==> src/hw/rtl/afcc_pkg.sv <==
`timescale 1ns / 1ps
// Shared types, fault table and constants for the active fault code cycler.
// No dependencies.
package afcc_pkg;

  localparam int SLOT_COUNT    = 16;
  localparam int TABLE_ENTRIES = 11;
  localparam int FAULT_SLOTS   = 11;
  localparam int QUEUE_DEPTH   = 2;

  localparam logic [7:0] NO_FAULT_VALUE = 8'd0;

  localparam logic [2:0] SRC_CPR      = 3'd0;
  localparam logic [2:0] SRC_POWER    = 3'd1;
  localparam logic [2:0] SRC_AUDIO    = 3'd2;
  localparam logic [2:0] SRC_WIRELESS = 3'd3;
  localparam logic [2:0] SRC_STORAGE  = 3'd4;

  localparam logic [7:0] ENTRY_CODE [SLOT_COUNT] = '{
    8'd1, 8'd2, 8'd11, 8'd12, 8'd13, 8'd14, 8'd15, 8'd21, 8'd22, 8'd31, 8'd41,
    8'd0, 8'd0, 8'd0, 8'd0, 8'd0
  };
  localparam logic [2:0] ENTRY_SOURCE [SLOT_COUNT] = '{
    SRC_CPR, SRC_CPR, SRC_POWER, SRC_POWER, SRC_POWER, SRC_POWER, SRC_POWER,
    SRC_AUDIO, SRC_AUDIO, SRC_WIRELESS, SRC_STORAGE,
    SRC_CPR, SRC_CPR, SRC_CPR, SRC_CPR, SRC_CPR
  };
  localparam logic [7:0] ENTRY_MASK [SLOT_COUNT] = '{
    8'h02, 8'h04, 8'h02, 8'h04, 8'h08, 8'h10, 8'h20, 8'h02, 8'h04, 8'h02, 8'h02,
    8'h00, 8'h00, 8'h00, 8'h00, 8'h00
  };

  typedef struct packed {
    logic [7:0] cpr_status;
    logic [7:0] power_status;
    logic [7:0] audio_status;
    logic [7:0] wireless_status;
    logic [7:0] storage_status;
  } afcc_in_t;

  typedef struct packed {
    logic [7:0] shown_code;
    logic [3:0] active_count;
    logic [3:0] shown_index;
  } afcc_out_t;

  // Compacted active codes of one transaction, handed from front to back.
  typedef struct packed {
    logic [3:0]                  count;
    logic [FAULT_SLOTS-1:0][7:0] codes;
  } afcc_work_t;

  typedef struct packed {
    logic full;
    logic empty;
  } afcc_qstat_t;

endpackage

==> src/hw/rtl/afcc_front.sv <==
`timescale 1ns / 1ps
// Front end: maps status bits through the fault table and compacts the active codes.
// Depends on afcc_pkg.
module afcc_front import afcc_pkg::*; (
  input  afcc_in_t   in_data,
  output afcc_work_t work
);

  logic [SLOT_COUNT-1:0] hit;
  logic [4:0]            pos [SLOT_COUNT];
  logic [4:0]            total;
  logic [7:0]            src_byte;

  always_comb begin
    for (int i = 0; i < SLOT_COUNT; i++) begin
      case (ENTRY_SOURCE[i])
        SRC_CPR:      src_byte = in_data.cpr_status;
        SRC_POWER:    src_byte = in_data.power_status;
        SRC_AUDIO:    src_byte = in_data.audio_status;
        SRC_WIRELESS: src_byte = in_data.wireless_status;
        SRC_STORAGE:  src_byte = in_data.storage_status;
        default:      src_byte = 8'd0;
      endcase
      hit[i] = (i < TABLE_ENTRIES) && ((src_byte & ENTRY_MASK[i]) != 8'd0);
    end
  end

  // Each entry's slot is the number of active entries below it.
  always_comb begin
    for (int i = 0; i < SLOT_COUNT; i++) begin
      pos[i] = 5'd0;
      for (int k = 0; k < i; k++) begin
        pos[i] = pos[i] + 5'(hit[k]);
      end
    end
    total = pos[SLOT_COUNT-1] + 5'(hit[SLOT_COUNT-1]);
  end

  always_comb begin
    work.count = total[3:0];
    for (int j = 0; j < FAULT_SLOTS; j++) begin
      work.codes[j] = 8'd0;
      for (int i = 0; i < SLOT_COUNT; i++) begin
        if (hit[i] && (pos[i] == 5'(j))) begin
          work.codes[j] = work.codes[j] | ENTRY_CODE[i];
        end
      end
    end
  end

endmodule

==> src/hw/rtl/afcc_queue.sv <==
`timescale 1ns / 1ps
// Short queue of compacted transactions between front and back.
// Depends on afcc_pkg.
module afcc_queue import afcc_pkg::*; #(
  parameter int DEPTH = QUEUE_DEPTH
) (
  input  logic        clk,
  input  logic        rst_n,
  input  logic        push,
  input  afcc_work_t  wr_data,
  input  logic        pop,
  output afcc_work_t  rd_data,
  output afcc_qstat_t stat
);

  localparam int PW = (DEPTH > 1) ? $clog2(DEPTH) : 1;
  localparam int FW = $clog2(DEPTH + 1);

  afcc_work_t          entry_r [DEPTH];
  logic [PW-1:0]       wr_ptr_r, wr_ptr_nxt;
  logic [PW-1:0]       rd_ptr_r, rd_ptr_nxt;
  logic [FW-1:0]       fill_r, fill_nxt;
  logic                do_push, do_pop;

  assign stat.full  = (fill_r == FW'(DEPTH));
  assign stat.empty = (fill_r == '0);
  assign do_push    = push && !stat.full;
  assign do_pop     = pop && !stat.empty;
  assign rd_data    = entry_r[rd_ptr_r];

  always_comb begin
    wr_ptr_nxt = wr_ptr_r;
    rd_ptr_nxt = rd_ptr_r;
    if (do_push) begin
      wr_ptr_nxt = (wr_ptr_r == PW'(DEPTH - 1)) ? '0 : wr_ptr_r + PW'(1);
    end
    if (do_pop) begin
      rd_ptr_nxt = (rd_ptr_r == PW'(DEPTH - 1)) ? '0 : rd_ptr_r + PW'(1);
    end
    fill_nxt = fill_r + FW'(do_push) - FW'(do_pop);
  end

  always_ff @(posedge clk) begin
    if (!rst_n) begin
      wr_ptr_r <= '0;
      rd_ptr_r <= '0;
      fill_r   <= '0;
    end else begin
      wr_ptr_r <= wr_ptr_nxt;
      rd_ptr_r <= rd_ptr_nxt;
      fill_r   <= fill_nxt;
    end
  end

  always_ff @(posedge clk) begin
    if (do_push) begin
      entry_r[wr_ptr_r] <= wr_data;
    end
  end

`ifndef SYNTHESIS
  a_fill_bound: assert property (@(posedge clk) disable iff (!rst_n)
    fill_r <= FW'(DEPTH))
    else $error("queue fill exceeds depth");
  a_full_not_empty: assert property (@(posedge clk) disable iff (!rst_n)
    stat.full |-> !stat.empty)
    else $error("queue full and empty at once");
  a_fill_hold: assert property (@(posedge clk) disable iff (!rst_n)
    !do_push && !do_pop |=> $stable(fill_r))
    else $error("queue fill moved without a transaction");
`endif

endmodule

==> src/hw/rtl/afcc_back.sv <==
`timescale 1ns / 1ps
// Back end: rotation state, code selection and the result register.
// Depends on afcc_pkg.
module afcc_back import afcc_pkg::*; (
  input  logic        clk,
  input  logic        rst_n,
  input  afcc_work_t  work,
  input  logic        work_avail,
  output logic        work_take,
  input  logic        out_pop,
  output logic        out_empty,
  output afcc_out_t   out_data
);

  logic [3:0] prev_cnt_r, prev_cnt_nxt;
  logic [3:0] rot_idx_r, rot_idx_nxt;
  logic       out_valid_r, out_valid_nxt;
  afcc_out_t  out_data_r, out_data_nxt;
  logic [4:0] step;

  assign out_empty = !out_valid_r;
  assign out_data  = out_data_r;
  assign work_take = work_avail && (!out_valid_r || out_pop);

  always_comb begin
    prev_cnt_nxt  = prev_cnt_r;
    rot_idx_nxt   = rot_idx_r;
    out_data_nxt  = out_data_r;
    out_valid_nxt = out_valid_r && !out_pop;
    step          = {1'b0, rot_idx_r} + 5'd1;
    if (work_take) begin
      if (work.count == 4'd0) begin
        rot_idx_nxt = 4'd0;
      end else if (work.count != prev_cnt_r) begin
        rot_idx_nxt  = 4'd0;
        prev_cnt_nxt = work.count;
      end else begin
        rot_idx_nxt = (step >= {1'b0, work.count}) ? 4'd0 : step[3:0];
      end
      out_data_nxt.active_count = work.count;
      out_data_nxt.shown_index  = rot_idx_nxt;
      out_data_nxt.shown_code   = (work.count == 4'd0) ? NO_FAULT_VALUE
                                                       : work.codes[rot_idx_nxt];
      out_valid_nxt = 1'b1;
    end
  end

  always_ff @(posedge clk) begin
    if (!rst_n) begin
      prev_cnt_r  <= 4'd0;
      rot_idx_r   <= 4'd0;
      out_valid_r <= 1'b0;
    end else begin
      prev_cnt_r  <= prev_cnt_nxt;
      rot_idx_r   <= rot_idx_nxt;
      out_valid_r <= out_valid_nxt;
    end
  end

  always_ff @(posedge clk) begin
    out_data_r <= out_data_nxt;
  end

`ifndef SYNTHESIS
  a_idx_in_range: assert property (@(posedge clk) disable iff (!rst_n)
    work_take && (work.count != 4'd0) |=> out_data_r.shown_index < out_data_r.active_count)
    else $error("shown index not below active count");
  a_no_fault: assert property (@(posedge clk) disable iff (!rst_n)
    work_take && (work.count == 4'd0) |=>
      (out_data_r.shown_code == NO_FAULT_VALUE) && (out_data_r.shown_index == 4'd0)
      && (rot_idx_r == 4'd0))
    else $error("no-fault transaction shown wrong");
  a_restart: assert property (@(posedge clk) disable iff (!rst_n)
    work_take && (work.count != 4'd0) && (work.count != prev_cnt_r) |=>
      (rot_idx_r == 4'd0) && (prev_cnt_r == $past(work.count)))
    else $error("count change did not restart rotation");
  a_no_drop: assert property (@(posedge clk) disable iff (!rst_n)
    out_valid_r && !out_pop |-> !work_take)
    else $error("result overwritten before pop");
`endif

endmodule

==> src/hw/rtl/active_fault_code_cycler_top.sv <==
`timescale 1ns / 1ps
// Top level of the active fault code cycler: front, queue and back joined.
// Depends on afcc_pkg, afcc_front, afcc_queue, afcc_back.
// One transaction carries the five module status bytes of a display tick and yields one
// result: the fault code to show, the number of active faults and the index of the shown
// code. The block sustains one transaction per clock while results are popped as they
// appear; the queue entry is written when a transaction is accepted and the result
// register loads when the back end takes it. Up to three transactions are held inside,
// two in the queue and one in the result register; full rises once the queue holds two,
// so up to two transactions can still enter while a single result waits to be popped.
module active_fault_code_cycler_top import afcc_pkg::*; #(
  parameter int QUEUE_ENTRIES = QUEUE_DEPTH
) (
  input  logic      clk,
  input  logic      rst_n,
  input  logic      in_push,
  output logic      in_full,
  input  afcc_in_t  in_data,
  input  logic      out_pop,
  output logic      out_empty,
  output afcc_out_t out_data
);

  afcc_work_t  front_work;
  afcc_work_t  queue_work;
  afcc_qstat_t qstat;
  logic        back_take;

  assign in_full = qstat.full;

  afcc_front u_front (
    .in_data (in_data),
    .work    (front_work)
  );

  afcc_queue #(
    .DEPTH (QUEUE_ENTRIES)
  ) u_queue (
    .clk     (clk),
    .rst_n   (rst_n),
    .push    (in_push),
    .wr_data (front_work),
    .pop     (back_take),
    .rd_data (queue_work),
    .stat    (qstat)
  );

  afcc_back u_back (
    .clk        (clk),
    .rst_n      (rst_n),
    .work       (queue_work),
    .work_avail (!qstat.empty),
    .work_take  (back_take),
    .out_pop    (out_pop),
    .out_empty  (out_empty),
    .out_data   (out_data)
  );

endmodule

==> config.mk <==
export PLATFORM = sky130hd
export DESIGN_NAME = active_fault_code_cycler_top
export DESIGN_NICKNAME = d
export VERILOG_FILES = /design/src/hw/rtl/afcc_pkg.sv /design/src/hw/rtl/afcc_front.sv /design/src/hw/rtl/afcc_queue.sv /design/src/hw/rtl/afcc_back.sv /design/src/hw/rtl/active_fault_code_cycler_top.sv
export SDC_FILE = /design/constraint.sdc
export NUM_CORES = 1
export LEC_CHECK = 0
export BUFFER_PORTS_ARGS = -buffer_cell sky130_fd_sc_hd__buf_2
export CAP_MARGIN = 15
export CORE_ASPECT_RATIO = 1.2
export CORE_MARGIN = 10
export CORE_UTILIZATION = 55
export DETAILED_ROUTE_END_ITERATION = 10
export PLACE_DENSITY_LB_ADDON = 0.05
export SLEW_MARGIN = 10
export SYNTH_ARGS = -nofsm -noshare
export SYNTH_HDL_FRONTEND = slang
export SYNTH_SLANG_ARGS = --single-unit
==> constraint.sdc <==
create_clock -name clk -period 4.7 [get_ports clk]
set_input_delay 0.235 -clock clk [delete_from_list [all_inputs] [get_ports clk]]
set_output_delay 0.235 -clock clk [all_outputs]
set_load 0.005 [all_outputs]
Yosys cells after proc, flatten, opt, wreduce, memory -nomap -nowiden

Memories as Yosys holds them, arrays and structs flattened. A register that Yosys moved wholly into a read port is not among the register bits.
Index checks and enable logic that the tools add are counted.

$add $sub $neg: 15
Magnitude comparators: 2
Equal/unequal tests: 92
Mux-type cells: 115
Bitwise logic cells: 1
Reduce and logical (&&, ||, !) cells: 123

Operators by type and width:

| cell                  | count |
|---|---|
| $mux W4               | 59 |
| $eq A5 B3 Y1 const B  | 36 |
| $mux W5               | 33 |
| $eq A5 B4 Y1 const B  | 26 |
| $logic_and A1 B1 Y1   | 105 |
| $eq A5 B2 Y1 const B  | 18 |
| $mux W6               | 11 |
| $logic_not A5 Y1      | 10 |
| $eq A5 B1 Y1 const B  | 9 |
| $add A5 B1 Y5         | 8 |
| $bmux W8 S4           | 1 |
| $mux W1               | 8 |
| $mux W8               | 1 |
| $add A4 B1 Y5 const B | 1 |
| $ge A5 B4 Y1          | 1 |
| $lt A4 B5 Y1 const B  | 1 |
| $add A4 B1 Y4         | 1 |
| $eq A2 B4 Y1 const B  | 1 |
| $logic_not A1 Y1      | 4 |
| $logic_not A4 Y1      | 1 |
| $mux W2               | 2 |
| $ne A4 B4 Y1          | 1 |
| $reduce_and A3 Y1     | 1 |
| $add A1 B1 Y1 const B | 2 |
| 7 further kinds       | 7 |

Register bits: 29
Memory bits (writable): 140
Input port bits: 44
Output and inout bits: 18
Memories kept: 1

Memory list:

| memory          | words | bits a word | rd ports | clocked after Yosys merged registers in | write ports | line             | source |
|---|---|---|---|---|---|---|---|
| u_queue.entry_r | 2     | 70          | 1        | 1                                       | 1           | afcc_queue.sv:19 | `afcc_work_t entry_r [DEPTH];` |

Longest topological paths before layout

Gate-level depths: netlist of the first run.

Word-level depth: 12
Depth in mapped cells: 18

Hierarchy

A second synthesis of the first run with hierarchy kept.

Cells, all modules: 912
Area, all modules: 11737.5 um^2

Modules (own cells, without submodules):

| module                       | instances | cells an instance | area an instance (um^2) |
|---|---|---|---|
| afcc_queue                   | 1         | 313               | 7272.0 |
| afcc_front                   | 1         | 393               | 2528.7 |
| afcc_back                    | 1         | 205               | 1933.1 |
| active_fault_code_cycler_top | 1         | 1                 | 3.8 |

Worst setup path before layout of the first run

No wires, ideal clock.

Kind: input-to-reg
Start point: input in_data[25] (netlist name)
End point: memory u_queue.entry_r[0][36] (netlist name), data pin
Setup time: 263 ps
Arrival time: 4397 ps
Path slack: 39 ps
Stages on the path: 16
Buffers on the path: 1
Cell sequence: fa_1 > ha_1 > ha_1 > ha_1 > ha_1 > ha_1 > ha_1 > clkbuf_1 > nand3_1 > mux2_2 > nand2_1 > xnor2_1 > and3_1 > o31a_1 > and2b_1 > or2_1

RTL lines:

| what        | line                               | source |
|---|---|---|
| from (decl) | active_fault_code_cycler_top.sv:18 | `input afcc_in_t in_data,` |
| to (decl)   | afcc_queue.sv:19                   |  |

==> results of run 1 <==
## synth_stat cells (6+ instances only)
| master | instances |
|---|---|
| nand3_1 | 25 |
| xnor2_1 | 18 |
| mux2i_1 | 7 |
| nor2_1 | 43 |
| nand4_1 | 8 |
| inv_1 | 20 |
| nand2_1 | 82 |
| mux4_2 | 30 |
| o211a_1 | 8 |
| a21boi_0 | 7 |
| nor4_1 | 11 |
| nor3_1 | 21 |
| o21ai_0 | 19 |
| nand3b_1 | 10 |
| buf_2 | 6 |
| a221oi_1 | 9 |
| mux2_2 | 8 |
| ha_1 | 27 |
| and2_1 | 14 |
| nor2b_1 | 7 |
| clkbuf_1 | 16 |
| a22oi_1 | 16 |
| a21oi_1 | 16 |
| edfxtp_1 | 154 |
| dfxtp_1 | 14 |
| and3_1 | 11 |
| o211ai_1 | 14 |
## cells in the final DEF (no fill, tap or decap), types with 8 or more instances in the layout
cell	Yosys	layout
nor3_1	21	20
mux2_2	8	8
buf_2	6	30
a21oi_1	16	16
mux4_2	30	30
buf_4	5	93
a221oi_1	9	9
nand2_1	82	82
nor4_1	11	9
and3_1	11	10
nand3_1	25	25
o211ai_1	14	14
inv_1	20	20
clkbuf_16	0	17
nand3b_1	10	10
nor2_1	43	41
nand4_1	8	8
ha_1	27	27
dfxtp_1	14	13
o21ai_0	19	19
a22oi_1	16	16
o211a_1	8	8
and2_1	14	14
edfxtp_1	154	154
xnor2_1	18	17
## state kept, by name, summed over array words and instances (netlist names), named ones only
name and count:
u_back.rot_idx_r 4, u_back.prev_cnt_r 4, u_queue.wr_ptr_r 1, u_back.out_data 14, u_queue.entry_r 140, u_queue.rd_ptr_r 1, u_back.out_valid_r 1, u_queue.fill_r 2
## logic make-up after synthesis
family,count (synthesis)
adders and majority gates,28
AOI/OAI and AO/OA,128
muxes,46
buffers and inverters,52
xor gates and xnor gates,28
DFF,168
and+or+nand+nor,270
other,1
## worst paths after layout
kind | from | to | depth (start not counted)
worst max register to register | register | u_back.out_data[9] | 12
worst max-delay path | in_data[25] | u_queue.entry_r[1][24] | 18
worst min register to register | u_back.rot_idx_r[1] | u_back.rot_idx_r[1] | 2
worst min-delay path | rst_n | u_queue.wr_ptr_r | 2
## through the flow
stage                     utilization, %  TNS (ns)  hold slack (ns)  total power [mW]  instances
after floorplan                        -         0           0.3632             4.439        722
after global placement             61.82    -6.170           0.4759             5.693       1025
after detailed placement           61.82    -11.91           0.5162             5.790       1025
after CTS                          65.63         0           0.1454             7.262       1057
after global routing               66.00         0           0.1695             7.716       1059
final                              66.00         0           0.1559             7.346       1059
## worst register-to-register path, delay by kind of cell (launching register included)
kind            cells  cell delay [ns]
compound gates      5             1.25
fa+ha+maj           1             0.29
buf+inv             1             0.26
flops               1             0.39
mux                 2             0.80
simple gates        3             0.69
## cell type report
class	instances	area share, %
Clock buffer	17	3.992
Tap cell	212	2.489
Inverter	20	0.7046
Timing Repair Buffer	125	8.337
Sequential cell	168	46.04
Clock inverter	15	1.773
Multi-Input combinational cell	502	36.66
## power by group through the flow
stage               Combinational (mW)  Sequential, mW  Clock [mW]
CTS                               3.37            2.42        1.47
global route                      3.74            2.46        1.52
floorplan                         2.02            2.42           0
global placement                  3.28            2.42           0
finish                            3.48            2.42        1.45
detailed placement                3.34            2.45           0
## routing by layer
layer	global-route usage (%)	wire [um]	vias to the layer above
met5	0	0	-
met4	10.33	1056	0
met3	4.175	1320	65
met2	38.46	12370	276
met1	27.36	9782	3313
li1	-	-	3045
## timing repair
item,in CTS,in global routing
setup endpoints to repair,0,44
setup buffers,0,2
resized for setup,0,5
==> flow_metrics.py, run 1 <==
metrics = {
    "status": {
        "outcome": "complete, no violations",
    },
    "worst_setup_path": {
        "worstSetupStartpointType": "input pin",
        "cp.arrival_ns": 4.64,
        "path_buf_inv": 3,
        "crit_family": "adder cells",
        "critPathCaptureType": "register",
        "cpPeakStageDelay_ns": 0.49,
        "cp_cell_sequence": "buf_2, fa_1, ha_1, ha_1, ha_1, ha_1, ha_1, ha_1, ha_1, buf_4, xor2_1, xnor2_1, nor2_1, and3_1, o31a_1, a31oi_1, buf_4, nand3b_1",
        "rrSetupSlack_ns": 0.75,
        "worstPathMaxFanout": 4,
        "worstPathRequired_ns": 4.85,
        "slowest_stage": "fa_1",
        "crit_path_frequent_cell": "ha_1",
        "critPathKind": "in -> reg",
    },
    "cts": {
        "cts_buffers": 17,
        "clock-sinks": 168,
        "cts_htree_levels": 4,
        "tritoncts": "yes",
        "clk_latency_ns": 0.43,
        "root_buffer": "clkbuf_16",
        "clk_pin_slew_ns": 0.07,
        "cts_buffer_depth": 2,
        "cts_hold_buf": 0,
    },
    "timing": {
        "setup_viol": 0,
        "worstMarginPinSlew_ns": 0.8550,
        "rsz0062_at_grt": "false",
        "final_max_slew_viol_count": 0,
        "final-hold-violation-count": 0,
        "max_freq_ghz": 0.2229,
        "period_share_pct": 95.46,
        "final.setup.worst_slack_ns": 0.2133,
        "min_period_ns": 4.487,
        "fin_skew_ns": 0.01061,
        "slew_headroom_pct": 42.86,
    },
    "yosys": {
        "syn-mean-instance-area_um2": 12.46,
        "synth_area_um2": 8985,
        "async_flop_share_pct": 0,
        "synth_cells": 721,
        "ys_seq_elements": 168,
        "ys_types": 74,
        "yosysTopAreaCell": "edfxtp_1",
        "synth_top_family_by_area": "simple AND/OR/NAND/NOR gates",
        "synth-adder-area-share_pct": 3.983,
        "synth_mux_area_share_pct": 9.456,
        "synth_top_flop_cell": "edfxtp_1",
        "synth-simple-area-share_pct": 15.55,
        "synth_area_leaders": "edfxtp_1 (51%), mux4_2 (7.5%), ha_1 (3.8%), nand2_1 (3.4%), dfxtp_1 (3.1%)",
        "seq_area_frac_synth_pct": 54.59,
        "synth_xor_area_share_pct": 3.537,
        "synth-compound-area-share_pct": 10.37,
        "yosys_warnings": 0,
        "synth_edf_count": 154,
        "yosysTopAreaCellShare_pct": 51.47,
    },
    "die": {
        "core-area_um2": 16140,
        "die_h_um": 160.0,
        "start_util_pct": 55.65,
        "num_rows": 51,
        "die_width_um": 136.7,
        "die_area_um2": 21870,
        "ios": 62,
    },
    "pwr": {
        "ir_drop_uv": 377.9,
        "pwr-share-seq_pct": 33.0,
        "power_density_nw_per_um2": 689.4,
        "p_leak_nw": 4.115,
        "netSwitchingPower_mw": 2.690,
        "swShare_pct": 36.62,
        "p_int_mw": 4.656,
        "power_frac_clock_pct": 19.7,
        "p_comb_share_pct": 47.3,
    },
    "drt": {
        "drtIter0Drc": 656,
        "num_vias": 6699,
        "wl_per_cell_um": 23.16,
        "drc": 0,
        "first_pass_iters": 6,
        "via_per_inst": 6.326,
        "routed_wl_um": 24530,
        "ant_nets": 0,
    },
    "global_route": {
        "antenna_found_initial": 0,
        "grt_pass1_vias": 6741,
        "grt_remaining_overflow": 0,
        "grt_first_pass_wirelength_um": 37920,
        "grt_max_degree": 45,
        "grtUsageTotal_pct": 22.74,
    },
    "layout": {
        "final_layout_size_suffix_gt1_share_pct": 25.97,
        "n_antenna_cell": 0,
        "fillers": 1178,
        "multi_input_area_um2": 3906,
        "area_growth_pct": 18.59,
        "stdcell_area_um2": 10660,
        "regArea_um2": 4906,
        "nets": 906,
    },
    "run": {
        "drv_cap": 0,
    },
    "placement": {
        "port_buffers": 30,
        "place_congestion": 0.9573,
        "place_area_um2": 9981,
        "hpwl_um": 18530,
        "place_ws_ns": -0.2554,
    },
    "worst_hold_path": {
        "hp-class": "in -> reg",
    },
}
Note: power is estimated with default switching activity, not from simulation.
==> run 2: changes to the inputs <==
--- a/config.mk
+++ b/config.mk
@@ -12,6 +12,7 @@
 export CORE_UTILIZATION = 55
 export DETAILED_ROUTE_END_ITERATION = 10
 export PLACE_DENSITY_LB_ADDON = 0.05
+export RECOVER_POWER = 50
 export SLEW_MARGIN = 10
 export SYNTH_ARGS = -nofsm -noshare
 export SYNTH_HDL_FRONTEND = slang
==> run 2 against run 1 <==
The flow now finishes with violations (max-capacitance violations, max-slew violations). Critical path type unchanged. Die area stayed put. Final area is 0.28% lower. First-iteration DRC count is 4.9% lower. Largest cell class unchanged. Flip-flop and latch count stayed put. Clock-buffer cell count stayed put. Cell count stayed put.
==> flow_metrics.py, run 2 (synthesis gave the netlist of run 1 again) <==
metrics = {
    "run": {
        "drv_cap": 1,
    },
    "timing": {
        "final-hold-violation-count": 0,
        "period_share_pct": 95.36,
        "slew_headroom_pct": -64.64,
        "fin_skew_ns": 0.01204,
        "max_freq_ghz": 0.2231,
        "min_period_ns": 4.482,
        "setup_viol": 0,
        "worstMarginPinSlew_ns": 2.460,
        "final_max_slew_viol_count": 30,
        "final.setup.worst_slack_ns": 0.2181,
        "rsz0062_at_grt": "false",
    },
    "pwr": {
        "p_comb_share_pct": 47.2,
        "power_density_nw_per_um2": 690.5,
        "ir_drop_uv": 376.7,
        "swShare_pct": 36.69,
        "power_frac_clock_pct": 19.7,
        "pwr-share-seq_pct": 33.1,
        "netSwitchingPower_mw": 2.692,
        "p_int_mw": 4.645,
        "p_leak_nw": 4.079,
    },
    "worst_hold_path": {
        "hp-class": "in -> reg",
    },
    "global_route": {
        "grtUsageTotal_pct": 22.74,
        "grt_max_degree": 45,
        "antenna_found_initial": 0,
        "grt_remaining_overflow": 0,
        "grt_pass1_vias": 6741,
        "grt_first_pass_wirelength_um": 37920,
    },
    "layout": {
        "regMostFlops": "u_queue.entry_r",
        "largest_reg_flops": 140,
        "fillers": 1191,
        "final_cell_mix": "edfxtp_1 (154), buf_4 (91), nand2_1 (82)",
        "n_antenna_cell": 0,
        "final_util_pct": 65.81,
        "layout_commonest_cell": "edfxtp_1",
        "area_growth_pct": 18.26,
        "nets": 906,
        "final_layout_size_suffix_gt1_share_pct": 24.20,
    },
    "drt": {
        "routed_wl_um": 24550,
        "via_per_inst": 6.318,
        "wl_per_cell_um": 23.18,
        "ant_nets": 0,
        "drtIter0Drc": 624,
        "num_vias": 6691,
        "first_pass_iters": 6,
        "drc": 0,
    },
    "worst_setup_path": {
        "worstPathMaxFanout": 4,
        "cp_cell_sequence": "buf_2, fa_1, ha_1, ha_1, ha_1, ha_1, ha_1, ha_1, ha_1, buf_4, xor2_1, xnor2_1, nor2_1, and3_1, o31a_1, a31oi_1, buf_4, nand3b_1",
        "critPathKind": "in -> reg",
        "slowest_stage": "fa_1",
        "worstPathRequired_ns": 4.85,
        "cp.arrival_ns": 4.63,
        "worstSetupStartpointType": "input pin",
        "critPathCaptureType": "register",
        "crit_path_frequent_cell": "ha_1",
        "cpPeakStageDelay_ns": 0.49,
    },
    "status": {
        "violations": "max-capacitance violations, max-slew violations",
        "outcome": "finished, violations left",
    },
    "placement": {
        "port_buffers": 30,
        "place_ws_ns": -0.2554,
        "hpwl_um": 18530,
        "place_congestion": 0.9573,
    },
    "die": {
        "num_rows": 51,
        "core-area_um2": 16140,
        "die_area_um2": 21870,
        "start_util_pct": 55.65,
        "die_h_um": 160.0,
        "ios": 62,
        "die_width_um": 136.7,
    },
    "cts": {
        "tritoncts": "yes",
        "cts_buffers": 17,
        "cts_buffer_depth": 2,
        "root_buffer": "clkbuf_16",
        "clk_latency_ns": 0.43,
        "clk_pin_slew_ns": 0.07,
        "clock-sinks": 168,
        "cts_htree_levels": 4,
        "cts_hold_buf": 0,
    },
}
run 2: cell count changes in the layout (fill, tap and decap cells not counted), sizes merged:
cell	before	now
buf	125	111
clkbuf	17	31
run 2: per-layer routing:
layer | vias to the layer above | part of all wire [%] | track usage, %
met5 | - | 0 | 0
met2 | 262 | 51 | 38.46
met1 | 3329 | 40 | 27.36
met4 | 0 | 4.0 | 10.33
met3 | 56 | 5.6 | 4.175
li1 | 3044 | - | -
run 2: worst paths after layout:
kind / slack [ns] / startpoint / cells after the start / endpoint
hold reg to reg: 0.52 / u_back.rot_idx_r[1] / 2 / u_back.rot_idx_r[1]
hold / removal: 0.16 / rst_n / 2 / u_queue.wr_ptr_r
setup / recovery: 0.22 / in_data[25] / 18 / u_queue.entry_r[1][24]
setup reg to reg: 0.66 / register / 12 / u_back.out_data[9]
run 2: stage by stage:
stage / hold WS (ns) / area, um^2 / TNS [ns] / total power [mW] / cells
after global placement: 0.4759 / 9981 / -6.170 / 5.693 / 1025
after global routing: 0.1698 / 10630 / 0 / 7.706 / 1059
after floorplan: 0.3632 / 8989 / 0 / 4.439 / 722
final: 0.1593 / 10630 / 0 / 7.337 / 1059
after CTS: 0.1454 / 10600 / 0 / 7.262 / 1057
after detailed placement: 0.5162 / 9981 / -11.91 / 5.790 / 1025
run 2: final cells by class:
cell class | count | area, um^2 | share of cell area [%]
tap | 212 | 265.3 | 2.496
clock buffer | 17 | 425.4 | 4.004
sequential | 168 | 4905 | 46.16
multi-input combinational | 502 | 3897 | 36.68
clock inverter | 15 | 188.9 | 1.778
timing repair buffer | 125 | 868.3 | 8.172
inverter | 20 | 75.07 | 0.7065
run 2: repair_timing:
action | CTS | global route
setup buffers | 0 | 2
endpoints found under the setup margin | 0 | 44
gates resized for setup | 0 | 5
run 2: power by group through the flow:
stage | registers [mW] | logic [mW] | clock network [mW]
after floorplan | 2.42 | 2.02 | 0
final | 2.43 | 3.46 | 1.45
after CTS | 2.42 | 3.37 | 1.47
after detailed placement | 2.45 | 3.34 | 0
after global routing | 2.46 | 3.72 | 1.52
after global placement | 2.42 | 3.28 | 0
run 2: worst max-delay path: cells and delay by family:
kind / cells / cell delay [ns]
and+or+nand+nor: 3 / 0.44
adders and majority gates: 8 / 2.55
AOI/OAI and AO/OA: 2 / 0.54
xor gates and xnor gates: 2 / 0.43
buffers and inverters: 3 / 0.42
==> run 3: changes to the inputs <==
--- a/config.mk
+++ b/config.mk
@@ -7,7 +7,7 @@
 export LEC_CHECK = 0
 export BUFFER_PORTS_ARGS = -buffer_cell sky130_fd_sc_hd__buf_2
 export CAP_MARGIN = 15
-export CORE_ASPECT_RATIO = 1.2
+export CORE_ASPECT_RATIO = 0.8
 export CORE_MARGIN = 10
 export CORE_UTILIZATION = 55
 export DETAILED_ROUTE_END_ITERATION = 10
==> run 3 against run 2 <==
The flow still finishes with violations (max-capacitance violations, max-slew violations). Global-route usage down 0.87 points. Clock power down 9%. Final area down 1.4%. Combinational power down 4%. Worst hold slack about the same. Die area about the same. Sequential power about the same. Via count down 2.7%. First-iteration DRC count down 0.80%. Critical path type is now reg -> reg. Critical endpoint is now u_back.out_data[8]. Largest power group unchanged.
==> flow_metrics.py, run 3 (synthesis gave the netlist of run 1 again) <==
metrics = {
    "layout": {
        "n_antenna_cell": 0,
        "regMostFlops": "u_queue.entry_r",
        "stdcell_area_um2": 10480,
        "final_layout_size_suffix_gt1_share_pct": 23.29,
        "final_cell_mix": "edfxtp_1 (154), nand2_1 (82), buf_4 (77)",
        "area_growth_pct": 16.64,
        "largest_reg_flops": 140,
        "layout_commonest_cell": "edfxtp_1",
        "nets": 892,
    },
    "timing": {
        "max_freq_ghz": 0.2186,
        "final.setup.worst_slack_ns": 0.1252,
        "setup_viol": 0,
        "period_share_pct": 97.34,
        "slew_headroom_pct": -25.05,
        "fin_skew_ns": 0.01145,
        "worstMarginPinSlew_ns": 1.876,
        "final_max_slew_viol_count": 145,
        "final-hold-violation-count": 0,
        "rsz0062_at_grt": "true",
        "min_period_ns": 4.575,
    },
    "worst_setup_path": {
        "startpoint": "u_back.rot_idx_r[0]",
        "worstSetupStartpointType": "register",
        "critPathCaptureType": "register",
        "rr_worst_depth": 11,
        "critPathKind": "reg -> reg",
        "cp.arrival_ns": 4.72,
        "worstReg2RegStart": "u_back.rot_idx_r[0]",
        "endpoint": "u_back.out_data[8]",
        "worstPathRequired_ns": 4.85,
        "worstPathMaxFanout": 31,
        "rr_endpoint": "u_back.out_data[8]",
        "rrSetupSlack_ns": 0.13,
    },
    "pwr": {
        "pwr-share-seq_pct": 34.4,
        "power_frac_clock_pct": 18.6,
        "swShare_pct": 37.91,
        "power_mw": 7.065,
        "p_int_mw": 4.387,
        "p_comb_share_pct": 47.0,
        "netSwitchingPower_mw": 2.679,
        "ir_drop_uv": 264.9,
        "p_leak_nw": 4.003,
        "power_density_nw_per_um2": 674.2,
    },
    "placement": {
        "hpwl_um": 17950,
        "place_congestion": 0.9052,
        "place_area_um2": 9879,
        "port_buffers": 30,
        "place_ws_ns": -0.3405,
    },
    "status": {
        "violations": "max-capacitance violations, max-slew violations",
        "outcome": "finished, violations left",
    },
    "cts": {
        "clk_pin_slew_ns": 0.07,
        "cts_htree_levels": 4,
        "cts_buffer_depth": 2,
        "root_buffer": "clkbuf_16",
        "tritoncts": "yes",
        "clk_latency_ns": 0.42,
        "cts_buffers": 17,
        "clock-sinks": 168,
        "cts_hold_buf": 0,
    },
    "global_route": {
        "grt_pass1_vias": 6426,
        "grt_first_pass_wirelength_um": 36650,
        "grtUsageTotal_pct": 21.87,
        "grt_max_degree": 72,
        "grt_remaining_overflow": 0,
        "antenna_found_initial": 0,
    },
    "drt": {
        "first_pass_iters": 5,
        "via_per_inst": 6.212,
        "num_vias": 6510,
        "ant_nets": 0,
        "drtIter0Drc": 619,
        "drc": 0,
        "routed_wl_um": 23740,
        "wl_per_cell_um": 22.65,
    },
    "die": {
        "die_area_um2": 21880,
        "num_rows": 41,
        "start_util_pct": 56.50,
        "ios": 62,
        "die_width_um": 162.9,
        "die_h_um": 134.3,
        "core-area_um2": 15900,
    },
    "worst_hold_path": {
        "hp-class": "in -> reg",
    },
    "run": {
        "drv_cap": 3,
    },
}
==> run 3: how the worst min path moves through the flow <==
stage	start	endpoint	slack (ns)	cells after the start
floorplan	rst_n	u_back.prev_cnt_r[0]	0.36	1
global placement	u_back.rot_idx_r[1]	u_back.rot_idx_r[1]	0.48	2
detailed placement	u_back.rot_idx_r[1]	u_back.rot_idx_r[1]	0.49	2
CTS	rst_n	u_back.out_valid_r	0.14	2
global route	rst_n	u_back.out_valid_r	0.16	2
finish	rst_n	u_back.out_valid_r	0.16	2
==> run 3: area by class of cell <==
cell class              instances  area, um^2
clock buffers                  18       429.2
clock inverters                14       130.1
multi-input cells             502        3923
fillers                      1203        5423
repair buffers                111       749.5
flip-flops and latches        168        4905
inverters                      20       75.07
well taps                     215       269.0
==> run 3: repair_timing <==
action	CTS	global route
endpoints found under the setup margin	0	64
endpoints found under the hold margin	0	0
buffers inserted	0	2
resized for setup	0	9
==> run 3: metal layers <==
| layer | GRT usage [%] | wire length, um | vias to the layer above |
|---|---|---|---|
| met3 | 4.709 | 1638 | 30 |
| met4 | 6.550 | 451 | 0 |
| li1 | - | - | 3008 |
| met5 | 0 | 0 | - |
| met1 | 31.02 | 10780 | 3234 |
| met2 | 32.96 | 10870 | 238 |
==> run 3: power by group through the flow <==
stage               registers (mW)  logic (mW)  clock network (mW)
CTS                           2.42        3.26                1.33
floorplan                     2.42        2.02                   0
global placement              2.41        3.17                   0
global route                  2.46        3.60                1.39
detailed placement            2.45        3.24                   0
finish                        2.43        3.32                1.32
==> run 3: through the flow <==
step | std cells | hold WS, ns | util [%] | setup TNS [ns]
floorplan | 722 | 0.3632 | - | 0
global placement | 1014 | 0.4776 | 62.12 | -9.837
detailed placement | 1014 | 0.4883 | 62.12 | -17.20
CTS | 1046 | 0.1404 | 65.64 | 0
global route | 1048 | 0.1612 | 65.90 | -0.01977
finish | 1048 | 0.1593 | 65.90 | 0
==> run 3: critical path: stages (launching register included) <==
cell and delay (ns):
dfxtp_1 0.39, ha_1 0.26, xnor2_1 0.79, inv_1 0.21, ha_1 0.33, a21o_1 0.16
a2111o_1 0.65, nor2_2 0.23, buf_12 0.24, mux4_2 0.34, a221oi_1 0.54, nor3_1 0.12
